$ cat src/rtl/fmrpd_pkg.sv
// Shared types, widths and constants for the four-motor ramp PWM driver.
// No dependencies; every other file of the block imports this package.
package fmrpd_pkg;

  localparam int NUM_MOTORS = 4;
  localparam int SPEED_W    = 8;
  localparam int DIFF_W     = SPEED_W + 1;
  localparam int STEP_W     = 7;
  localparam int MAG_W      = 7;
  localparam int DUTY_W     = 8;
  localparam int TIME_W     = 32;

  // configuration port
  localparam int CFG_IDX_W  = 3;
  localparam int CFG_DATA_W = 7;

  localparam logic [CFG_IDX_W-1:0] CFG_RAMP_MODE      = 3'd0;
  localparam logic [CFG_IDX_W-1:0] CFG_STEP_SIZE      = 3'd1;
  localparam logic [CFG_IDX_W-1:0] CFG_SPEED_CAP      = 3'd2;
  localparam logic [CFG_IDX_W-1:0] CFG_REVERSE_MASK   = 3'd3;
  localparam logic [CFG_IDX_W-1:0] CFG_MAGNITUDE_MASK = 3'd4;

  localparam logic                  RST_RAMP_MODE = 1'b0;
  localparam logic [STEP_W-1:0]     RST_STEP_SIZE = 7'd3;
  localparam logic [MAG_W-1:0]      RST_SPEED_CAP = 7'd100;
  localparam logic [NUM_MOTORS-1:0] RST_MASK      = 4'd0;

  // ramp updates only when strictly more than this many ms have passed
  localparam logic [TIME_W-1:0] MIN_ELAPSED_MS = 32'd1;

  // |s|*255/100 == (|s| * DUTY_RECIP) >> DUTY_SHIFT for |s| <= 127
  // (255 * ceil(2^19/100) folded into one constant)
  localparam int DUTY_SHIFT  = 19;
  localparam int PROD_W      = 28;
  localparam int QUOT_W      = PROD_W - DUTY_SHIFT;
  localparam logic [PROD_W-1:0] DUTY_RECIP = 28'd1336965;
  localparam logic [DUTY_W-1:0] FULL_DUTY  = 8'd255;

  typedef logic signed [SPEED_W-1:0] speed_t;

  typedef struct packed {
    logic              advance;
    logic              ramp_mode;
    logic [STEP_W-1:0] step_size;
  } ramp_ctl_t;

  typedef struct packed {
    logic [MAG_W-1:0] speed_cap;
    logic             reverse;
    logic             magnitude;
  } drive_cfg_t;

endpackage

$ cat src/rtl/fmrpd_drive.sv
// One motor's output stage: reverse, clamp, direction and duty scaling.
// Depends on fmrpd_pkg.
module fmrpd_drive
  import fmrpd_pkg::*;
(
  input  speed_t            spd,
  input  drive_cfg_t        cfg,
  output logic              dir,
  output logic [DUTY_W-1:0] duty
);

  logic signed [DIFF_W-1:0] s_ext;
  logic signed [DIFF_W-1:0] s_rev;
  logic signed [DIFF_W-1:0] lim;
  logic signed [DIFF_W-1:0] s_clp;
  logic        [DIFF_W-1:0] s_abs;
  logic        [PROD_W-1:0] prod;
  logic        [QUOT_W-1:0] quot;

  assign s_ext = {spd[SPEED_W-1], spd};
  assign s_rev = cfg.reverse ? DIFF_W'(-s_ext) : s_ext;  // -128 becomes +128
  assign lim   = signed'(DIFF_W'(cfg.speed_cap));

  always_comb begin
    if (s_rev > lim) begin
      s_clp = lim;
    end else if (s_rev < -lim) begin
      s_clp = DIFF_W'(-lim);
    end else begin
      s_clp = s_rev;
    end
  end

  assign s_abs = s_clp[DIFF_W-1] ? DIFF_W'(-s_clp) : DIFF_W'(s_clp);
  assign prod  = PROD_W'(s_abs[MAG_W-1:0]) * DUTY_RECIP;
  assign quot  = prod[PROD_W-1:DUTY_SHIFT];
  assign dir   = s_clp[DIFF_W-1];

  // duty saturates to 0..255 for speeds beyond +-100
  always_comb begin
    if (!s_clp[DIFF_W-1] || cfg.magnitude) begin
      duty = (quot > QUOT_W'(FULL_DUTY)) ? FULL_DUTY : quot[DUTY_W-1:0];
    end else begin
      duty = (quot > QUOT_W'(FULL_DUTY)) ? '0 : FULL_DUTY - quot[DUTY_W-1:0];
    end
  end

endmodule

$ cat config.mk
export PLATFORM = sky130hd
export DESIGN_NAME = fmrpd_drive
export DESIGN_NICKNAME = d
export VERILOG_FILES = /design/src/rtl/fmrpd_pkg.sv /design/src/rtl/fmrpd_drive.sv
export SDC_FILE = /design/constraint.sdc
export NUM_CORES = 1
export LEC_CHECK = 0
export ABC_CLOCK_PERIOD_IN_PS = 19400
export BUFFER_PORTS_ARGS = -buffer_cell sky130_fd_sc_hd__buf_4
export CORE_MARGIN = 1.5
export CORE_UTILIZATION = 69
export DETAILED_ROUTE_END_ITERATION = 8
export PLACE_DENSITY = 0.89
export SLEW_MARGIN = 10
export SYNTH_ARGS = -nofsm -noshare
export SYNTH_HDL_FRONTEND = slang
export SYNTH_SLANG_ARGS = --single-unit
$ cat constraint.sdc
create_clock -name vclk -period 19.4
set_input_delay 1.94 -clock vclk [all_inputs]
set_output_delay 1.94 -clock vclk [all_outputs]
set_load 0.01 [all_outputs]
==> results.md, run 1 <==
* Outcome: completed
* Post-Syn Area per Cell at a little over 8 µm²
* Startpoint Class: input pin
* Final period util at between 60% and 70%
* Post-CTS setup buffer count at 0
* Routed WL at around 6900 µm
* Seq. cell area at 0 µm²
* Via/cell ratio at around 6.5
* Post-Synth Simple-Gate Area at about a fifth
* Die width at approximately 67 µm
* Seq/Total Area, Yosys at 0%
* FF+latch count at 0
* Slowest cell on the critical path: a221oi_2
* CP top delay family: simple AND/OR/NAND/NOR gates
* # Max-Cap Violations at 0
* Initial antenna violation count at 0
* First-pass GRT wire length at 11,400 µm
* Synth unique cells at between 60 and 70
* Area leader, netlist: ha_1
* # setup viols final at 0
* Number of nets in the layout at between 400 and 500
* Synth top area share at around a third
* Worst Path Max Fanout at 12
* Fill cells at 290
* Layout cell share with drive strength beyond 1 at between 10% and 20%
* Rows at 23
* Min cycle time layout at between 10,000 and 15,000 ps
* Final Hold Viols at 0
* CP max stage delay at between 700 and 800 ps
* Slew HR at between 40 and 50%
* Pre-CTS setup slack at roughly 6300 ps
* WS Path Type: in -> out
* Antenna-violating nets left at 0
* Worst-margin pin slew at approximately 840 ps
* Largest net degree at the start of global routing at 21
* Crit-path most repeated cell: ha_1
* Slack of the critical path at about 6100 ps
* Post-synthesis mux area share at 0.743%
* Starting Density at a little under three quarters
* Synth Area in XOR/XNOR at 8.87%
* Most frequent cell after synthesis: ha_1
* Synth Area in Compound Gates at 21.5%
* Synth top area cells: ha_1 33%, fa_1 9.1%, xnor2_1 5.8%
* ANT cells at 0
* CP endpoint kind: primary output
* Wire per inst at between 15 and 20 µm
* Hold Buf Count CTS at 0
* Grt total ovfl at 0
* Die Y at 67.4 µm
* Setup_tns at 0 ps
* Post-CTS resize count at 0
* Commonest cells post-synth: 75 x ha_1, 43 x inv_1, 23 x a21oi_1
* Fmax at 75.4 MHz
* Clk_buf instances at 0
* Hold_ws at roughly 4300 ps
* Tot GR Track Use at between 30% and 40%
* DIE AREA at approximately 4500 µm²
* RD Place Congestion at approximately 1
* Final Max Slew Viols at 0
* Via count at 2,741
* Mapped Cells at ~350
* Std-Cell Core Area at between 4000 and 5000 µm²
* RSZ-0062 raised after global routing: no
* Syn_nets at 458
* Count of buffers from port buffering at 26
* Arrival @ worst endpoint at between 10,000 and 15,000 ps
* DRC at 0
* Io pins at 26
* Synth warnings at 0
* Mapped Area at 2860 µm²
* Worst Path Required at around 17,000 ps
* DRT iter0 DRCs at 150
* Min-Delay Path Class: in -> out
* Buf/Inv on CP at 3
* Pre-antenna DRT Iters at 5
* Final HPWL DP at about 6000 µm
* Post-Synth Adder-Cell Area at around two fifths
* Vias in the first global route at around 2,600
* Layout area overhead at 7.78%
* Largest family of logic cells by synthesized area: adder cells
-- kinds of logic after synthesis --
logic type,count (synthesis)
XOR/XNOR,29
AND/OR/NAND/NOR,101
AO/OA/AOI/OAI,84
multiplexers,2
adder cells (fa/ha/maj),88
buffers and inverters,49
-- per-layer routing --
metal	global-route usage [%]	share of wire (%)	vias up
li1	-	-	1344
met5	0	0	-
met3	2.50	6.4	14
met4	5.36	1.8	0
met1	43.3	45	1274
met2	55.3	47	109
-- cell type report --
| class | instances | area, µm² | area share (%) |
|---|---|---|---|
| multi-input combinational | 304 | 2670 | 86.4 |
| timing repair buffer | 26 | 195 | 6.33 |
| inverter | 43 | 161 | 5.23 |
| tap | 50 | 62.6 | 2.03 |
-- worst paths after layout --
kind | start | to | slack (ps) | depth (start not counted)
setup / recovery | cfg[3] | duty[3] | 6140 | 36
hold / removal | cfg[0] | duty[5] | 4330 | 4
-- stage by stage --
| step | std cells | utilization [%] | instance area (µm²) |
|---|---|---|---|
| 3_3_place_gp | 423 | 77.1 | 3090 |
| 2_1_floorplan | 353 | - | 2860 |
| 3_5_place_dp | 423 | 77.1 | 3090 |
| 6_report | 423 | 77.1 | 3090 |
| 5_1_grt | 423 | 77.1 | 3090 |
| 4_1_cts | 423 | 77.1 | 3090 |
-- cell usage in the layout (no fill, tap or decap), drive strengths merged, types with 3 or more instances in the layout --
master	Yosys	final
xnor2	19	19
a21oi	24	24
nor3	12	12
ha	75	75
o21ai	10	10
or2	3	3
a211oi	4	4
nor2b	3	3
or3	4	4
o22a	3	3
and3	5	5
nand2b	5	5
inv	43	43
o211ai	3	3
nor2	18	18
xor2	10	10
o22ai	6	6
nand3	11	11
buf	5	26
a21o	8	8
a31oi	5	5
fa	13	13
nor3b	4	4
nand4	8	8
nand2	22	22
Power of run 1 is left out: the tool's default activity adds up to more than one toggle a clock period on the data nets, which glitch-free logic cannot reach.
==> run 2: changes to the inputs <==
--- a/config.mk
+++ b/config.mk
@@ -5,12 +5,12 @@
 export SDC_FILE = /design/constraint.sdc
 export NUM_CORES = 1
 export LEC_CHECK = 0
-export ABC_CLOCK_PERIOD_IN_PS = 19400
+export ABC_CLOCK_PERIOD_IN_PS = 11900
 export BUFFER_PORTS_ARGS = -buffer_cell sky130_fd_sc_hd__buf_4
 export CORE_MARGIN = 1.5
-export CORE_UTILIZATION = 69
+export CORE_UTILIZATION = 58
 export DETAILED_ROUTE_END_ITERATION = 8
-export PLACE_DENSITY = 0.89
+export PLACE_DENSITY = 0.79
 export SLEW_MARGIN = 10
 export SYNTH_ARGS = -nofsm -noshare
 export SYNTH_HDL_FRONTEND = slang
==> constraint.sdc (replaced) <==
create_clock -name vclk -period 11.9
set_input_delay 1.19 -clock vclk [all_inputs]
set_output_delay 1.19 -clock vclk [all_outputs]
set_load 0.01 [all_outputs]
==> results.md, run 2 (synthesis gave the netlist of run 1 again) <==
* Outcome: completed
* Post-CTS resize count at 0
* Worst Path Max Fanout at 13
* Setup_tns at 0 ps
* Number of nets in the layout at around 480
* Hold path cells at 4
* Fmax at 89.9 MHz
* Antenna-violating nets left at 0
* Crit-path most repeated cell: ha_1
* Count of buffers from port buffering at 26
* Final period util at 93.5%
* WHS Endpoint: duty[7]
* Wire per inst at around 16 µm
* Final Max Slew Viols at 0
* CP max stage delay at 610 ps
* Tot GR Track Use at 27.0%
* Worst Path Required at about 11,000 ps
* Post-CTS setup buffer count at 0
* Startpoint Class: input pin
* Min cycle time layout at ~11,000 ps
* Seq. cell area at 0 µm²
* Commonest non-fill, non-tap cell in the layout: ha_1
* Hold path start: cfg[0]
* Die Y at around 73 µm
* Starting Density at roughly three fifths
* Slowest cell on the critical path: nor3b_1
* DRC at 0
* Layout cell share with drive strength beyond 1 at about 14%
* Std-Cell Core Area at ~4700 µm²
* Placed Cells at 442
* Slew HR at between 50% and 60%
* FF+latch count at 0
* Layout area overhead at 9.05%
* Hold Buf Count CTS at 0
* Commonest non-fill, non-tap cells in the layout: 75 x ha_1, 43 x inv_1, 28 x buf_4, 23 x a21oi_1, 22 x nand2_1
* Worst setup path start: cfg[3]
* Largest net degree at the start of global routing at 21
* Post-Layout Cell Count at ~440
* Final HPWL DP at 6090 µm
* ANT cells at 0
* Clk_buf instances at 0
* DRT iter0 DRCs at 114
* Arrival @ worst endpoint at 9930 ps
* # setup viols final at 0
* Die width at about 73 µm
* WS Path Type: in -> out
* # Max-Cap Violations at 0
* First-pass GRT wire length at roughly 12,000 µm
* RSZ-0062 raised after global routing: no
* DIE AREA at 5370 µm²
* Via count at ~2,700
* Routed WL at between 6000 and 7000 µm
* Rows at 25
* CP endpoint kind: primary output
* Grt total ovfl at 0
* Worst-margin pin slew at 700 ps
* Pre-antenna DRT Iters at 5
* Final Hold Viols at 0
* Via/cell ratio at about 6
* Min-Delay Path Class: in -> out
* Io pins at 26
* Initial antenna violation count at 0
* Vias in the first global route at about 2,600
* RD Place Congestion at slightly below 1
==> run 2: how the worst max path moves through the flow <==
stage              end  cells past startpoint
3_5_place_dp   duty[2]                     36
5_1_grt        duty[2]                     38
4_1_cts        duty[2]                     36
2_1_floorplan  duty[0]                     35
3_3_place_gp   duty[2]                     36
6_report       duty[2]                     36
==> run 2: cell type report <==
type	count	area (µm²)
inverter	43	161
fill	430	1600
timing repair buffer	28	210
multi-input combinational	304	2670
tap	67	83.8
==> run 2: routing by layer <==
| metal | up-vias | wire length, µm | global-route usage (%) |
|---|---|---|---|
| li1 | 1336 | - | - |
| met1 | 1253 | 3320 | 36.8 |
| met2 | 74 | 3260 | 47.4 |
| met3 | 10 | 334 | 2.61 |
| met4 | 0 | 60 | 2.73 |
| met5 | - | 0 | 0 |
==> run 2: per-stage QoR <==
step / hold slack, ps / cell area [µm²] / setup WS (ps) / utilization (%)
2_1_floorplan: 2630 / 2860 / 1560 / -
3_3_place_gp: 2860 / 3120 / 1080 / 66.1
3_5_place_dp: 2860 / 3120 / 913 / 66.1
4_1_cts: 2870 / 3120 / 882 / 66.1
5_1_grt: 2880 / 3120 / 208 / 66.1
6_report: 2870 / 3120 / 778 / 66.1
==> run 2: critical path: cells and delay by family <==
kind,cells,cell delay (ps)
compound gates,8,2330
xor+xnor,2,370
fa+ha+maj,8,2560
buf+inv,3,390
simple gates,15,3100
Power of run 2 is left out for the same reason.
==> run 3: changes to the inputs <==
--- a/config.mk
+++ b/config.mk
@@ -5,12 +5,14 @@
 export SDC_FILE = /design/constraint.sdc
 export NUM_CORES = 1
 export LEC_CHECK = 0
-export ABC_CLOCK_PERIOD_IN_PS = 11900
+export ABC_CLOCK_PERIOD_IN_PS = 10300
 export BUFFER_PORTS_ARGS = -buffer_cell sky130_fd_sc_hd__buf_4
 export CORE_MARGIN = 1.5
-export CORE_UTILIZATION = 58
+export CORE_UTILIZATION = 64
 export DETAILED_ROUTE_END_ITERATION = 8
-export PLACE_DENSITY = 0.79
+export PLACE_DENSITY = 0.83
+export REMOVE_ABC_BUFFERS = 1
+export SETUP_SLACK_MARGIN = 0.02
 export SLEW_MARGIN = 10
 export SYNTH_ARGS = -nofsm -noshare
 export SYNTH_HDL_FRONTEND = slang
==> constraint.sdc (replaced) <==
create_clock -name vclk -period 10.3
set_input_delay 1.03 -clock vclk [all_inputs]
set_output_delay 1.03 -clock vclk [all_outputs]
set_load 0.01 [all_outputs]
==> results.md, run 3 (synthesis gave the netlist of run 1 again) <==
* Outcome: completed
* Grt total ovfl at 0
* Antenna-violating nets left at 0
* Final HPWL DP at slightly above 6000 µm
* ANT cells at 0
* Post-Place Cell Area at between 3000 and 4000 µm²
* Min-Delay Path Class: in -> out
* Largest net degree at the start of global routing at 14
* Design Area, Final at between 3000 and 4000 µm²
* DRT iter0 DRCs at between 200 and 250
* Via count at around 2,900
* Io pins at 26
* Worst Path Max Fanout at 6
* Tot GR Track Use at between 20% and 30%
* Commonest non-fill, non-tap cells in the layout: 74 x ha_1, 43 x inv_1, 38 x buf_4, 22 x nand2_1, 22 x a21oi_1
* Std-Cell Core Area at ~4300 µm²
* Startpoint Class: input pin
* Worst Path Required at 9270 ps
* Slack of the critical path at 323 ps
* Final period util at 96.9%
* First-pass GRT wire length at approximately 12,000 µm
* Wire per inst at between 15 and 20 µm
* Multi-input gate area at between 2000 and 3000 µm²
* Layout cell share with drive strength beyond 1 at about a fifth
* Final Hold Viols at 0
* DIE AREA at between 4000 and 5000 µm²
* DRC at 0
* Rows at 24
* FF+latch count at 0
* Worst-margin pin slew at roughly 640 ps
* Die width at ~70 µm
* Clk_buf instances at 0
* Pre-CTS setup slack at about 42 ps
* Initial antenna violation count at 0
* Starting Density at 66.2%
* Via/cell ratio at ~6.6
* Final Max Slew Viols at 0
* Commonest non-fill, non-tap cell in the layout: ha_1
* Layout area overhead at 14.6%
* # setup viols final at 0
* # Max-Cap Violations at 0
* CP max stage delay at around 440 ps
* Fill cells at ~330
* Routed WL at between 7000 and 8000 µm
* Slew HR at between 50% and 60%
* Die Y at between 60 and 70 µm
* Crit-path most repeated cell: ha_1
* RD Place Congestion at 0.981
* CP endpoint kind: primary output
* Arrival @ worst endpoint at between 8000 and 9000 ps
* Slowest cell on the critical path: fa_1
* Count of buffers from port buffering at 26
* Vias in the first global route at roughly 2,800
* Fmax at roughly 100 MHz
* Seq. cell area at 0 µm²
* Number of nets in the layout at 492
* Pre-antenna DRT Iters at 5
* Min cycle time layout at about 10000 ps
* Hold_ws at roughly 2500 ps
* WS Path Type: in -> out
## run 3: cell count changes in the layout (fill, tap and decap cells not counted), sizes merged
cell | previous run | this run
buf | 28 | 38
## run 3: area by class of cell
type / count / share of cell area (%)
Multi-Input combinational cell: 304 / 84.4
Timing Repair Buffer: 38 / 8.70
Inverter: 43 / 4.92
Tap cell: 52 / 1.98
## run 3: final timing paths
kind                from       to  slack (ps)  depth (start not counted)
setup / recovery  spd[0]  duty[1]         320                         37
hold / removal    cfg[0]  duty[7]        2510                          4
## run 3: per-layer routing
layer  GRT usage [%]  up-vias  wire (µm)
met5               0        -          0
met3            1.15       19        314
met4            5.77        0        164
met1            38.2     1377       3170
met2            56.1      110       3860
li1                -     1357          -
## run 3: critical path: cells and delay by family
| kind | cells | cell delay (ps) |
|---|---|---|
| adder cells (fa/ha/maj) | 8 | 2480 |
| AO/OA/AOI/OAI | 9 | 2050 |
| buffers and inverters | 3 | 400 |
| XOR/XNOR | 3 | 500 |
| AND/OR/NAND/NOR | 14 | 2470 |
## run 3: repair_timing
item | CTS | global route
hold buffers | 0 | 0
buffers inserted | 0 | 5
pin swaps | 0 | 6
endpoints found under the setup margin | 5 | 8
gates resized for setup | 1 | 17
## run 3: metrics by stage
| stage | std cells | TNS [ps] | util, % |
|---|---|---|---|
| 2_1_floorplan | 347 | 0 | - |
| 3_3_place_gp | 432 | 0 | 72.6 |
| 3_5_place_dp | 432 | 0 | 72.6 |
| 4_1_cts | 432 | 0 | 72.8 |
| 5_1_grt | 437 | -170 | 75.8 |
| 6_report | 437 | 0 | 75.8 |
Power of run 3 is left out for the same reason.
