$ cat config.mk
export PLATFORM = sky130hd
export DESIGN_NAME = fmrpd_ramp
export DESIGN_NICKNAME = d
export VERILOG_FILES = /design/src/rtl/fmrpd_pkg.sv /design/src/rtl/fmrpd_ramp.sv
export SDC_FILE = /design/constraint.sdc
export NUM_CORES = 1
export LEC_CHECK = 0
export ABC_AREA = 0
export BUFFER_PORTS_ARGS = -buffer_cell sky130_fd_sc_hd__buf_2
export CAP_MARGIN = 40
export CORE_UTILIZATION = 45
export CTS_CLUSTER_SIZE = 25
export DETAILED_ROUTE_END_ITERATION = 16
export SYNTH_ARGS = -nofsm -noshare
export SYNTH_HDL_FRONTEND = slang
export SYNTH_SLANG_ARGS = --single-unit
$ cat constraint.sdc
create_clock -name clk -period 7.7 [get_ports clk]
set_clock_uncertainty 0.2 [all_clocks]
set_input_delay 0.385 -clock clk [delete_from_list [all_inputs] [get_ports clk]]
set_output_delay 0.385 -clock clk [all_outputs]
set_load 0.01 [all_outputs]
$ cat src/rtl/fmrpd_pkg.sv
// Shared types, widths and constants for the four-motor ramp PWM driver.
// No dependencies; every other file of the block imports this package.
package fmrpd_pkg;

  localparam int NUM_MOTORS = 4;
  localparam int SPEED_W    = 8;
  localparam int DIFF_W     = SPEED_W + 1;
  localparam int STEP_W     = 7;
  localparam int MAG_W      = 7;
  localparam int DUTY_W     = 8;
  localparam int TIME_W     = 32;

  // configuration port
  localparam int CFG_IDX_W  = 3;
  localparam int CFG_DATA_W = 7;

  localparam logic [CFG_IDX_W-1:0] CFG_RAMP_MODE      = 3'd0;
  localparam logic [CFG_IDX_W-1:0] CFG_STEP_SIZE      = 3'd1;
  localparam logic [CFG_IDX_W-1:0] CFG_SPEED_CAP      = 3'd2;
  localparam logic [CFG_IDX_W-1:0] CFG_REVERSE_MASK   = 3'd3;
  localparam logic [CFG_IDX_W-1:0] CFG_MAGNITUDE_MASK = 3'd4;

  localparam logic                  RST_RAMP_MODE = 1'b0;
  localparam logic [STEP_W-1:0]     RST_STEP_SIZE = 7'd3;
  localparam logic [MAG_W-1:0]      RST_SPEED_CAP = 7'd100;
  localparam logic [NUM_MOTORS-1:0] RST_MASK      = 4'd0;

  // ramp updates only when strictly more than this many ms have passed
  localparam logic [TIME_W-1:0] MIN_ELAPSED_MS = 32'd1;

  // |s|*255/100 == (|s| * DUTY_RECIP) >> DUTY_SHIFT for |s| <= 127
  // (255 * ceil(2^19/100) folded into one constant)
  localparam int DUTY_SHIFT  = 19;
  localparam int PROD_W      = 28;
  localparam int QUOT_W      = PROD_W - DUTY_SHIFT;
  localparam logic [PROD_W-1:0] DUTY_RECIP = 28'd1336965;
  localparam logic [DUTY_W-1:0] FULL_DUTY  = 8'd255;

  typedef logic signed [SPEED_W-1:0] speed_t;

  typedef struct packed {
    logic              advance;
    logic              ramp_mode;
    logic [STEP_W-1:0] step_size;
  } ramp_ctl_t;

  typedef struct packed {
    logic [MAG_W-1:0] speed_cap;
    logic             reverse;
    logic             magnitude;
  } drive_cfg_t;

endpackage

$ cat src/rtl/fmrpd_ramp.sv
// Slew-rate limiter: holds the kept speed per motor and the last update time.
// Depends on fmrpd_pkg.
module fmrpd_ramp
  import fmrpd_pkg::*;
(
  input  logic              clk,
  input  logic              rst_n,
  input  ramp_ctl_t         ctl,
  input  speed_t            tgt [NUM_MOTORS],
  input  logic [TIME_W-1:0] now_ms,
  output speed_t            use_spd [NUM_MOTORS]
);

  speed_t            kept_r   [NUM_MOTORS];
  speed_t            kept_nxt [NUM_MOTORS];
  logic [TIME_W-1:0] last_ms_r;
  logic [TIME_W-1:0] elapsed;
  logic              upd;

  // move k toward t by step, snap when closer than one step
  function automatic speed_t step_toward(speed_t k, speed_t t,
                                         logic [STEP_W-1:0] step);
    logic signed [DIFF_W-1:0] diff;
    logic        [DIFF_W-1:0] dmag;
    logic signed [DIFF_W-1:0] stp;
    logic signed [DIFF_W-1:0] sum;
    diff = {t[SPEED_W-1], t} - {k[SPEED_W-1], k};
    dmag = diff[DIFF_W-1] ? DIFF_W'(-diff) : DIFF_W'(diff);
    stp  = signed'(DIFF_W'(step));
    if (dmag < DIFF_W'(step)) begin
      sum = {t[SPEED_W-1], t};
    end else if (diff[DIFF_W-1]) begin
      sum = {k[SPEED_W-1], k} - stp;
    end else begin
      sum = {k[SPEED_W-1], k} + stp;
    end
    return sum[SPEED_W-1:0];
  endfunction

  assign elapsed = now_ms - last_ms_r;  // wraps modulo 2^32
  assign upd     = ctl.ramp_mode && (elapsed > MIN_ELAPSED_MS);

  always_comb begin
    for (int i = 0; i < NUM_MOTORS; i++) begin
      kept_nxt[i] = upd ? step_toward(kept_r[i], tgt[i], ctl.step_size) : kept_r[i];
      use_spd[i]  = ctl.ramp_mode ? kept_nxt[i] : tgt[i];
    end
  end

  always_ff @(posedge clk) begin
    if (!rst_n) begin
      for (int i = 0; i < NUM_MOTORS; i++) begin
        kept_r[i] <= '0;
      end
      last_ms_r <= '0;
    end else if (ctl.advance && upd) begin
      for (int i = 0; i < NUM_MOTORS; i++) begin
        kept_r[i] <= kept_nxt[i];
      end
      last_ms_r <= now_ms;
    end
  end

endmodule

==> results.toml, run 1 <==
[worst_setup_path]
r2r.worst_path.cells = 18
cp.arrival_ns = 5.02
cp-start-kind = "register"
cp.required_ns = 7.11
r2r-end = "kept_r[1][5]$_SDFFCE_PN0P_"
criticalPathCategory = "register to primary output"
critPathCaptureType = "primary output"
r2r_start = "kept_r[1][0]$_SDFFCE_PN0P_"
cp_max_fo = 8
reg2reg_slack_ns = 2.88

[global_route]
grt_first_pass_wirelength_um = 44660
grt_overflow_total = 0
grt_max_degree = 67
antenna_found_initial = 0
grt_pass1_vias = 9142
grt_usage = 0.2500

[drt]
vias = 9537
drt-vias-per-instance = 5.826
first_pass_iters = 5
antenna_left = 0
drc = 0
drtIter0Drc = 450
wire_per_inst_um = 17.05
wl_um = 27910

[logic_synthesis]
syn-num-nets = 1501
synth_area_leaders = "ha_1 (15%), edfxtp_1 (9.7%), dfxtp_1 (6.4%), xnor2_1 (6.4%), nand2_1 (6.0%)"
yosys_warnings = 0
ys_async_sr_fraction = 0
synth_cell_types = 84
syn_area_per_cell_um2 = 7.660
synth_edf_count = 32
synth_top_area_cell = "ha_1"
yosysSeqAreaShare = 0.1612
synth_top_area_share = 0.1511
synth_seq_cells = 64
syn_inst = 1297
synth_ff_type = "edfxtp_1"
syn_area_um2 = 9935

[status]
status = "finished clean"

[place]
gp_congestion = 0.8811
hpwl_um = 21590
port_buffers = 106

[cts]
tritoncts.num_buffers = 9
postCtsSetupBuffers = 0
cts_resized = 0
cts_sinks = 64
cts.clk_slew.worst_paths_ns = 0.07
holdBufCountCts = 0
cts_buffer_depth = 2
h-tree-depth = 3
cts_tree = "done"
root_buffer = "clkbuf_16"
clock_latency_ns = 0.36

[cells_and_area]
drive_gt1_frac = 0.1336
area_growth_pct = 9.685
fin_nets = 1562
diodes = 0

[sta]
rsz0062_at_grt = "no"
setup_viol = 0
fmax_mhz = 178.4
slew_headroom = 0.3968
post-route-period-util = 0.7279
hold_viol_final = 0
maxSlewViolCount = 0
fin_tns_setup_ns = 0
worstMarginPinSlew_ns = 0.8934
period_needed_ns = 5.605

[power_and_ir_drop]
p_sw_frac = 0.4534
p_seq_frac = 0.176
clock_power_share = 0.175
cellPowerDensity_nw_per_um2 = 219.7
total_power_mw = 2.394
p_int_mw = 1.308
power_leakage_nw = 4.603
vdd_drop_max_mv = 0.1127
net-switching-power_mw = 1.085
combPwrFrac = 0.649

[run]
drv_cap = 0

[floorplanning]
core_area_um2 = 21350
pin_count = 107
initial_core_util = 0.4653
row_count = 53
die_height_um = 150.6
fp.dieW_um = 150.6
die-area_um2 = 22670

[worst_hold_path]
hold_class = "input port to register"
worstHoldPathCells = 3
worstHoldEndpoint = "last_ms_r[17]$_SDFFE_PN0P_"
hold_path.startpoint = "now_ms[17]"
power by group through the flow:
stage               clock network [mW]  registers [mW]  logic (mW)
floorplan                            0           0.418        1.18
global placement                     0           0.428        1.51
detailed placement                   0           0.428        1.54
CTS                              0.429           0.421        1.55
global route                     0.439           0.425        1.74
finish                           0.418           0.421        1.55
synth_stat cells (all sizes together) (5+ instances only):
cell type	count
o21bai	7
nor2	99
a21oi	94
or2	9
a31o	5
and2	11
o31a	6
nand3	33
mux2	5
inv	102
or3b	5
nand4	16
a211o	11
clkbuf	46
mux2i	51
a31oi	10
nor4	27
o211ai	12
edfxtp	32
o21ai	60
nor3	15
nand2	159
or3	13
fa	9
buf	22
o311ai	31
and3	14
a21boi	6
xor2	19
xnor2	73
a211oi	20
o21a	18
nor2b	19
dfxtp	32
ha	120
a311o	5
a21o	35
registers in the layout, indices dropped and copies added (netlist names):
name,count
kept_r,32
last_ms_r,32
routing by layer:
metal / vias up / GRT usage / share of wire
li1: 4835 / - / -
met1: 4458 / 0.2991 / 0.45
met2: 204 / 0.4548 / 0.49
met3: 40 / 0.02758 / 0.034
met4: 0 / 0.09500 / 0.027
met5: - / 0 / 0
cell families after synthesis:
logic type,after synthesis,share of synthesized area
AO/OA/AOI/OAI,354,0.2506
XOR/XNOR,92,0.08111
flip-flops,64,0.1612
buffers and inverters,170,0.07267
AND/OR/NAND/NOR,432,0.2081
adder cells (fa/ha/maj),129,0.1693
multiplexers,56,0.05705
final cells by class:
cell class | instances | area, µm²
clock buffer | 13 | 271.5
multi-input combinational | 1063 | 7625
sequential | 64 | 1602
tap | 275 | 344.1
timing repair buffer | 118 | 660.6
inverter | 102 | 382.9
clock inverter | 2 | 11.26
fill | 2188 | 10460
critical path, stage by stage (launching register included):
cell	delay (ns)
edfxtp_1	0.44
ha_1	0.24
inv_1	0.08
fa_1	0.28
a211oi_1	0.10
nor2_1	0.18
o221ai_1	0.21
a31oi_1	0.57
nor2_1	0.08
a21oi_1	0.33
ha_1	0.30
a21o_1	0.17
a21o_1	0.19
a21o_1	0.22
a21oi_1	0.23
o21ai_0	0.22
xnor2_1	0.23
mux2i_1	0.13
o311ai_1	0.27
buf_2	0.18
through the flow:
step	instance area, µm²	setup slack [ns]	hold WS [ns]	util	cells
after floorplan	9935	1.950	0.2347	-	1297
after CTS	10900	2.133	0.08440	0.5103	1637
after detailed placement	10610	2.416	0.2472	0.4971	1622
after global placement	10530	2.265	0.2419	0.4931	1616
final	10900	2.095	0.09258	0.5103	1637
after global routing	10900	1.675	0.1022	0.5103	1637
placed cells by master (no fill, tap or decap), types with 34 or more instances in the layout:
master	instances
nand2_1	159
ha_1	120
buf_2	106
inv_1	102
nor2_1	98
a21oi_1	81
xnor2_1	73
o21ai_0	56
mux2i_1	51
a21o_1	34
worst max-delay path by stage:
stage / from / endpoint / slack, ns
final: kept_r[1][0]$_SDFFCE_PN0P_ / use_spd[23] / 2.10
after global routing: kept_r[1][0]$_SDFFCE_PN0P_ / use_spd[16] / 1.67
after CTS: kept_r[1][0]$_SDFFCE_PN0P_ / use_spd[23] / 2.13
after detailed placement: tgt[16] / use_spd[23] / 2.42
after global placement: tgt[16] / use_spd[16] / 2.26
after floorplan: now_ms[14] / kept_r[0][0]$_SDFFCE_PN0P_ / 1.95
Note: power is estimated with default switching activity, not from simulation.
==> inputs of run 2 (changes only) <==
==> constraint.sdc (replaced) <==
create_clock -name clk -period 5.4 [get_ports clk]
set_clock_uncertainty 0.2 [all_clocks]
set_input_delay 0.27 -clock clk [delete_from_list [all_inputs] [get_ports clk]]
set_output_delay 0.27 -clock clk [all_outputs]
set_load 0.01 [all_outputs]
==> run 2 against run 1 <==
Clock-buffer cell count down 1; die area unchanged; non-clock buffer count up 36; combinational power up 46%; worst hold slack worse by 0.083 ns; sequential cell count unchanged; clock power up 44%; via count up 2.5%; register-to-register slack worse by 2.3 ns; final area up 4.1%; largest cell class unchanged; highest routed layer unchanged.
==> results.toml, run 2 (synthesis results as in run 1) <==
[status]
status = "finished clean"

[drt]
drt-vias-per-instance = 5.831
wire_per_inst_um = 17.34
antenna_left = 0
drc = 0
drtIter0Drc = 500
wl_um = 29070
vias = 9779
first_pass_iters = 5

[sta]
period_needed_ns = 5.267
setup_viol = 0
fmax_mhz = 189.9
maxSlewViolCount = 0
worstMarginPinSlew_ns = 0.8530
slew_headroom = 0.4241
hold_viol_final = 0
fin_tns_setup_ns = 0
holdWs_ns = 0.009893
post-route-period-util = 0.9754
rsz0062_at_grt = "no"
setup_ws_ns = 0.1327

[cells_and_area]
layout_commonest_cell = "nand2_1"
fin_nets = 1599
drive_gt1_frac = 0.1421
final_cell_mix = "nand2_1 (159), ha_1 (120), buf_2 (106)"
multiInputGateArea_um2 = 7711
area_growth_pct = 14.16
reg_top3 = "kept_r: 32 flops, last_ms_r: 32 flops"
final-seq-area_um2 = 1602
fin_util = 0.5311
stdcell_area_um2 = 11340
stdcell_count = 1677
fill_cells = 2133

[power_and_ir_drop]
p_sw_frac = 0.4530
clock_power_share = 0.174
net-switching-power_mw = 1.569
power_leakage_nw = 4.777
total_power_mw = 3.464
p_seq_frac = 0.174
p_int_mw = 1.895
combPwrFrac = 0.652
cellPowerDensity_nw_per_um2 = 305.4
vdd_drop_max_mv = 0.1554

[worst_setup_path]
critPathCaptureType = "primary output"
r2r.worst_path.cells = 14
cp_max_fo = 13
r2r_start = "last_ms_r[0]$_SDFFE_PN0P_"
cp.required_ns = 4.93
cp.arrival_ns = 4.80
criticalPathCategory = "input port to primary output"
reg2reg_slack_ns = 0.62
r2r-end = "kept_r[3][2]$_SDFFCE_PN0P_"
cp-start-kind = "input port"

[place]
port_buffers = 106
hpwl_um = 21810
gp_congestion = 0.8836
postPlaceCellArea_um2 = 10640
dp_cells = 1626
dp_slack_ns = 0.5386

[worst_hold_path]
hold_class = "input port to register"
hold_path.startpoint = "now_ms[18]"
worstHoldPathCells = 3
worstHoldEndpoint = "last_ms_r[18]$_SDFFE_PN0P_"

[global_route]
antenna_found_initial = 2
grt_max_degree = 66
grt_first_pass_wirelength_um = 45580
grt_usage = 0.2554
grt_overflow_total = 0
grt_pass1_vias = 9272

[floorplanning]
pin_count = 107
die_height_um = 150.6
core_area_um2 = 21350
fp.dieW_um = 150.6
die-area_um2 = 22670
row_count = 53
initial_core_util = 0.4653

[cts]
cts.clk_slew.worst_paths_ns = 0.06
tritoncts.num_buffers = 9
clock_latency_ns = 0.35
cts_buffer_depth = 2
cts_sinks = 64
cts_tree = "done"
h-tree-depth = 3
root_buffer = "clkbuf_16"

[run]
drv_cap = 0
run 2: cell type report:
type | count | share of cell area
multi-input combinational | 1064 | 0.6799
sequential | 64 | 0.1412
timing repair buffer | 154 | 0.08848
inverter | 102 | 0.03376
tap | 275 | 0.03034
clock buffer | 12 | 0.02361
clock inverter | 4 | 0.002207
antenna | 2 | 0.0004413
run 2: worst max path at each step:
| stage | from | to | cells past startpoint |
|---|---|---|---|
| floorplan | last_ms_r[14]$_SDFFE_PN0P_ | kept_r[0][0]$_SDFFCE_PN0P_ | 15 |
| global placement | kept_r[1][0]$_SDFFCE_PN0P_ | use_spd[23] | 19 |
| detailed placement | tgt[8] | use_spd[8] | 22 |
| CTS | now_ms[0] | use_spd[16] | 18 |
| global route | kept_r[1][0]$_SDFFCE_PN0P_ | use_spd[16] | 21 |
| finish | now_ms[0] | use_spd[8] | 18 |
run 2: metal layers:
layer,track usage,part of all wire,vias up
met4,0.07250,0.020,0
met1,0.2893,0.42,4537
met2,0.4959,0.51,284
li1,-,-,4916
met5,0,0,-
met3,0.02848,0.044,42
run 2: what timing repair did:
item / 4_1_cts / 5_1_grt
resized for setup: 0 / 13
buffers inserted: 0 / 2
endpoints found under the hold margin: 30 / 0
hold buffers: 30 / 0
setup endpoints to repair: 0 / 22
run 2: critical path: stages:
cell,delay [ns]
dlygate4sd3_1,0.53
buf_2,0.12
inv_1,0.05
ha_1,0.16
inv_1,0.05
fa_1,0.40
a21oi_1,0.21
o22a_1,0.33
o21ai_1,0.17
a211oi_2,0.47
xor2_1,0.23
o311ai_1,0.18
nor4_4,0.43
and4_4,0.41
buf_4,0.25
a21oi_1,0.06
a311o_1,0.32
buf_2,0.14
run 2: power groups by stage:
stage | sequential [mW] | combinational [mW] | clock, mW
2_1_floorplan | 0.596 | 1.68 | 0
3_3_place_gp | 0.611 | 2.18 | 0
3_5_place_dp | 0.611 | 2.20 | 0
4_1_cts | 0.601 | 2.23 | 0.621
5_1_grt | 0.607 | 2.52 | 0.638
6_report | 0.602 | 2.26 | 0.604
==> inputs of run 3 (changes only) <==
--- a/config.mk
+++ b/config.mk
@@ -8,9 +8,11 @@
 export ABC_AREA = 0
 export BUFFER_PORTS_ARGS = -buffer_cell sky130_fd_sc_hd__buf_2
 export CAP_MARGIN = 40
-export CORE_UTILIZATION = 45
+export CORE_UTILIZATION = 60
 export CTS_CLUSTER_SIZE = 25
 export DETAILED_ROUTE_END_ITERATION = 16
+export PLACE_DENSITY = 0.81
+export RECOVER_POWER = 50
 export SYNTH_ARGS = -nofsm -noshare
 export SYNTH_HDL_FRONTEND = slang
 export SYNTH_SLANG_ARGS = --single-unit
==> run 3 against run 2 <==
The run now ends with hold timing left; core utilization up 17 points; routed wire length decreased by 3.5%; worst setup slack better by 0.060 ns; cell count down 3.5%; non-clock buffer count increased by 2; final area fell by 0.50%; global-route usage is 7.0 points higher; total power rose by 2.4%; worst hold slack worse by 0.011 ns; die area decreased by 25%; critical endpoint is now use_spd[0]; largest cell class unchanged; highest routed layer unchanged.
==> results.toml, run 3 (synthesis results as in run 1) <==
[floorplanning]
fp.dieW_um = 130.7
die_height_um = 130.7
die-area_um2 = 17080
pin_count = 107
core_area_um2 = 16000
initial_core_util = 0.6209
row_count = 46

[global_route]
grt_max_degree = 67
grt_usage = 0.3258
grt_pass1_vias = 9409
grt_overflow_total = 0
antenna_found_initial = 0
grt_first_pass_wirelength_um = 43850

[cts]
cts_buffer_depth = 2
cts_sinks = 64
cts.clk_slew.worst_paths_ns = 0.06
cts_tree = "done"
h-tree-depth = 3
clock_latency_ns = 0.36
root_buffer = "clkbuf_16"
tritoncts.num_buffers = 9

[run]
drv_cap = 0

[cells_and_area]
fill_cells = 1384
area_growth_pct = 13.59
final-seq-area_um2 = 1602
fin_util = 0.7053
reg_top3 = "kept_r: 32 flops, last_ms_r: 32 flops"
drive_gt1_frac = 0.1419
multiInputGateArea_um2 = 7707
final_cell_mix = "nand2_1 (159), ha_1 (120), buf_2 (104)"
diodes = 0
fin_nets = 1601
layout_commonest_cell = "nand2_1"

[place]
port_buffers = 106
gp_congestion = 0.9548
hpwl_um = 20780

[power_and_ir_drop]
power_leakage_nw = 4.774
total_power_mw = 3.546
cellPowerDensity_nw_per_um2 = 314.2
vdd_drop_max_mv = 0.1747

[worst_setup_path]
cp_max_fo = 15
cp-start-kind = "input port"
criticalPathCategory = "input port to primary output"
critPathCaptureType = "primary output"
cp.arrival_ns = 4.74
cp.required_ns = 4.93

[drt]
drtIter0Drc = 593
wl_um = 28040
drt-met1-wl_um = 11030
dr_wl_met2_um = 14090
wire_per_inst_um = 17.33
drc = 0
dr.max_layer_used = "met4"
dr_wl_met3_um = 1751
drt-vias-per-instance = 6.233
vias = 10090
first_pass_iters = 5
antenna_left = 0

[sta]
hold_viol_final = 1
maxSlewViolCount = 0
setup_viol = 0
period_needed_ns = 5.207
holdWs_ns = -0.001242
worstMarginPinSlew_ns = 1.002
slew_headroom = 0.3316
fmax_mhz = 192.1
post-route-period-util = 0.9642

[worst_hold_path]
hold_class = "input port to register"

[status]
status = "finished with violations"
failed_checks = "hold timing"
-- run 3: path summary, 6_finish.rpt --
kind / depth (start not counted) / from / slack (ns) / end
min: 3 / now_ms[10] / -0.001 / last_ms_r[10]$_SDFFE_PN0P_
max: 18 / now_ms[0] / 0.19 / use_spd[0]
max reg2reg: 14 / last_ms_r[0]$_SDFFE_PN0P_ / 0.71 / last_ms_r[21]$_SDFFE_PN0P_
min reg2reg: 2 / last_ms_r[26]$_SDFFE_PN0P_ / 0.26 / last_ms_r[26]$_SDFFE_PN0P_
-- run 3: cell type report --
type,instances,area share
clock buffers,10,0.02029
repair buffers,156,0.08948
multi-input cells,1064,0.6830
inverters,102,0.03393
well taps,216,0.02395
flip-flops and latches,64,0.1419
clock inverters,6,0.007429
-- run 3: metal layers --
layer / track usage / up-vias
li1: - / 4936
met1: 0.3523 / 4675
met2: 0.6122 / 377
met3: 0.05130 / 97
met4: 0.1629 / 0
met5: 0 / -
-- run 3: report_power, final --
| part | leakage (nW) | total [mW] | switching [mW] | internal (mW) |
|---|---|---|---|---|
| clock | 0.146 | 0.655 | 0.253 | 0.402 |
| sequential | 0.604 | 0.599 | 0.0364 | 0.562 |
| combinational | 4.02 | 2.29 | 1.30 | 0.995 |
| total | 4.77 | 3.55 | 1.59 | 1.96 |
-- run 3: through the flow --
stage	std cells	setup TNS, ns	setup WS (ns)	cell area (µm²)
3_3_place_gp	1566	0	0.5964	10560
6_report	1618	0	0.1931	11280
4_1_cts	1611	0	0.09143	11160
3_5_place_dp	1566	0	0.5248	10560
5_1_grt	1618	-0.003657	-0.003657	11280
2_1_floorplan	1297	0	0.5754	9935
-- run 3: what timing repair did --
item | CTS | global route
buffers inserted | 0 | 6
setup endpoints to repair | 0 | 21
endpoints found under the hold margin | 29 | 0
gates resized for setup | 0 | 13
hold buffers | 29 | 0
-- run 3: critical path, stage by stage --
cell and delay, ns:
dlygate4sd3_1 0.53, clkbuf_1 0.12, inv_1 0.06, ha_1 0.16
inv_1 0.06, fa_1 0.39, a21oi_1 0.19, o22a_1 0.34
nor3_1 0.11, o21a_1 0.20, or3_1 0.30, a211o_1 0.33
nor4_2 0.49, and4_4 0.39, buf_4 0.25, a21oi_1 0.07
a311o_1 0.32, buf_2 0.14
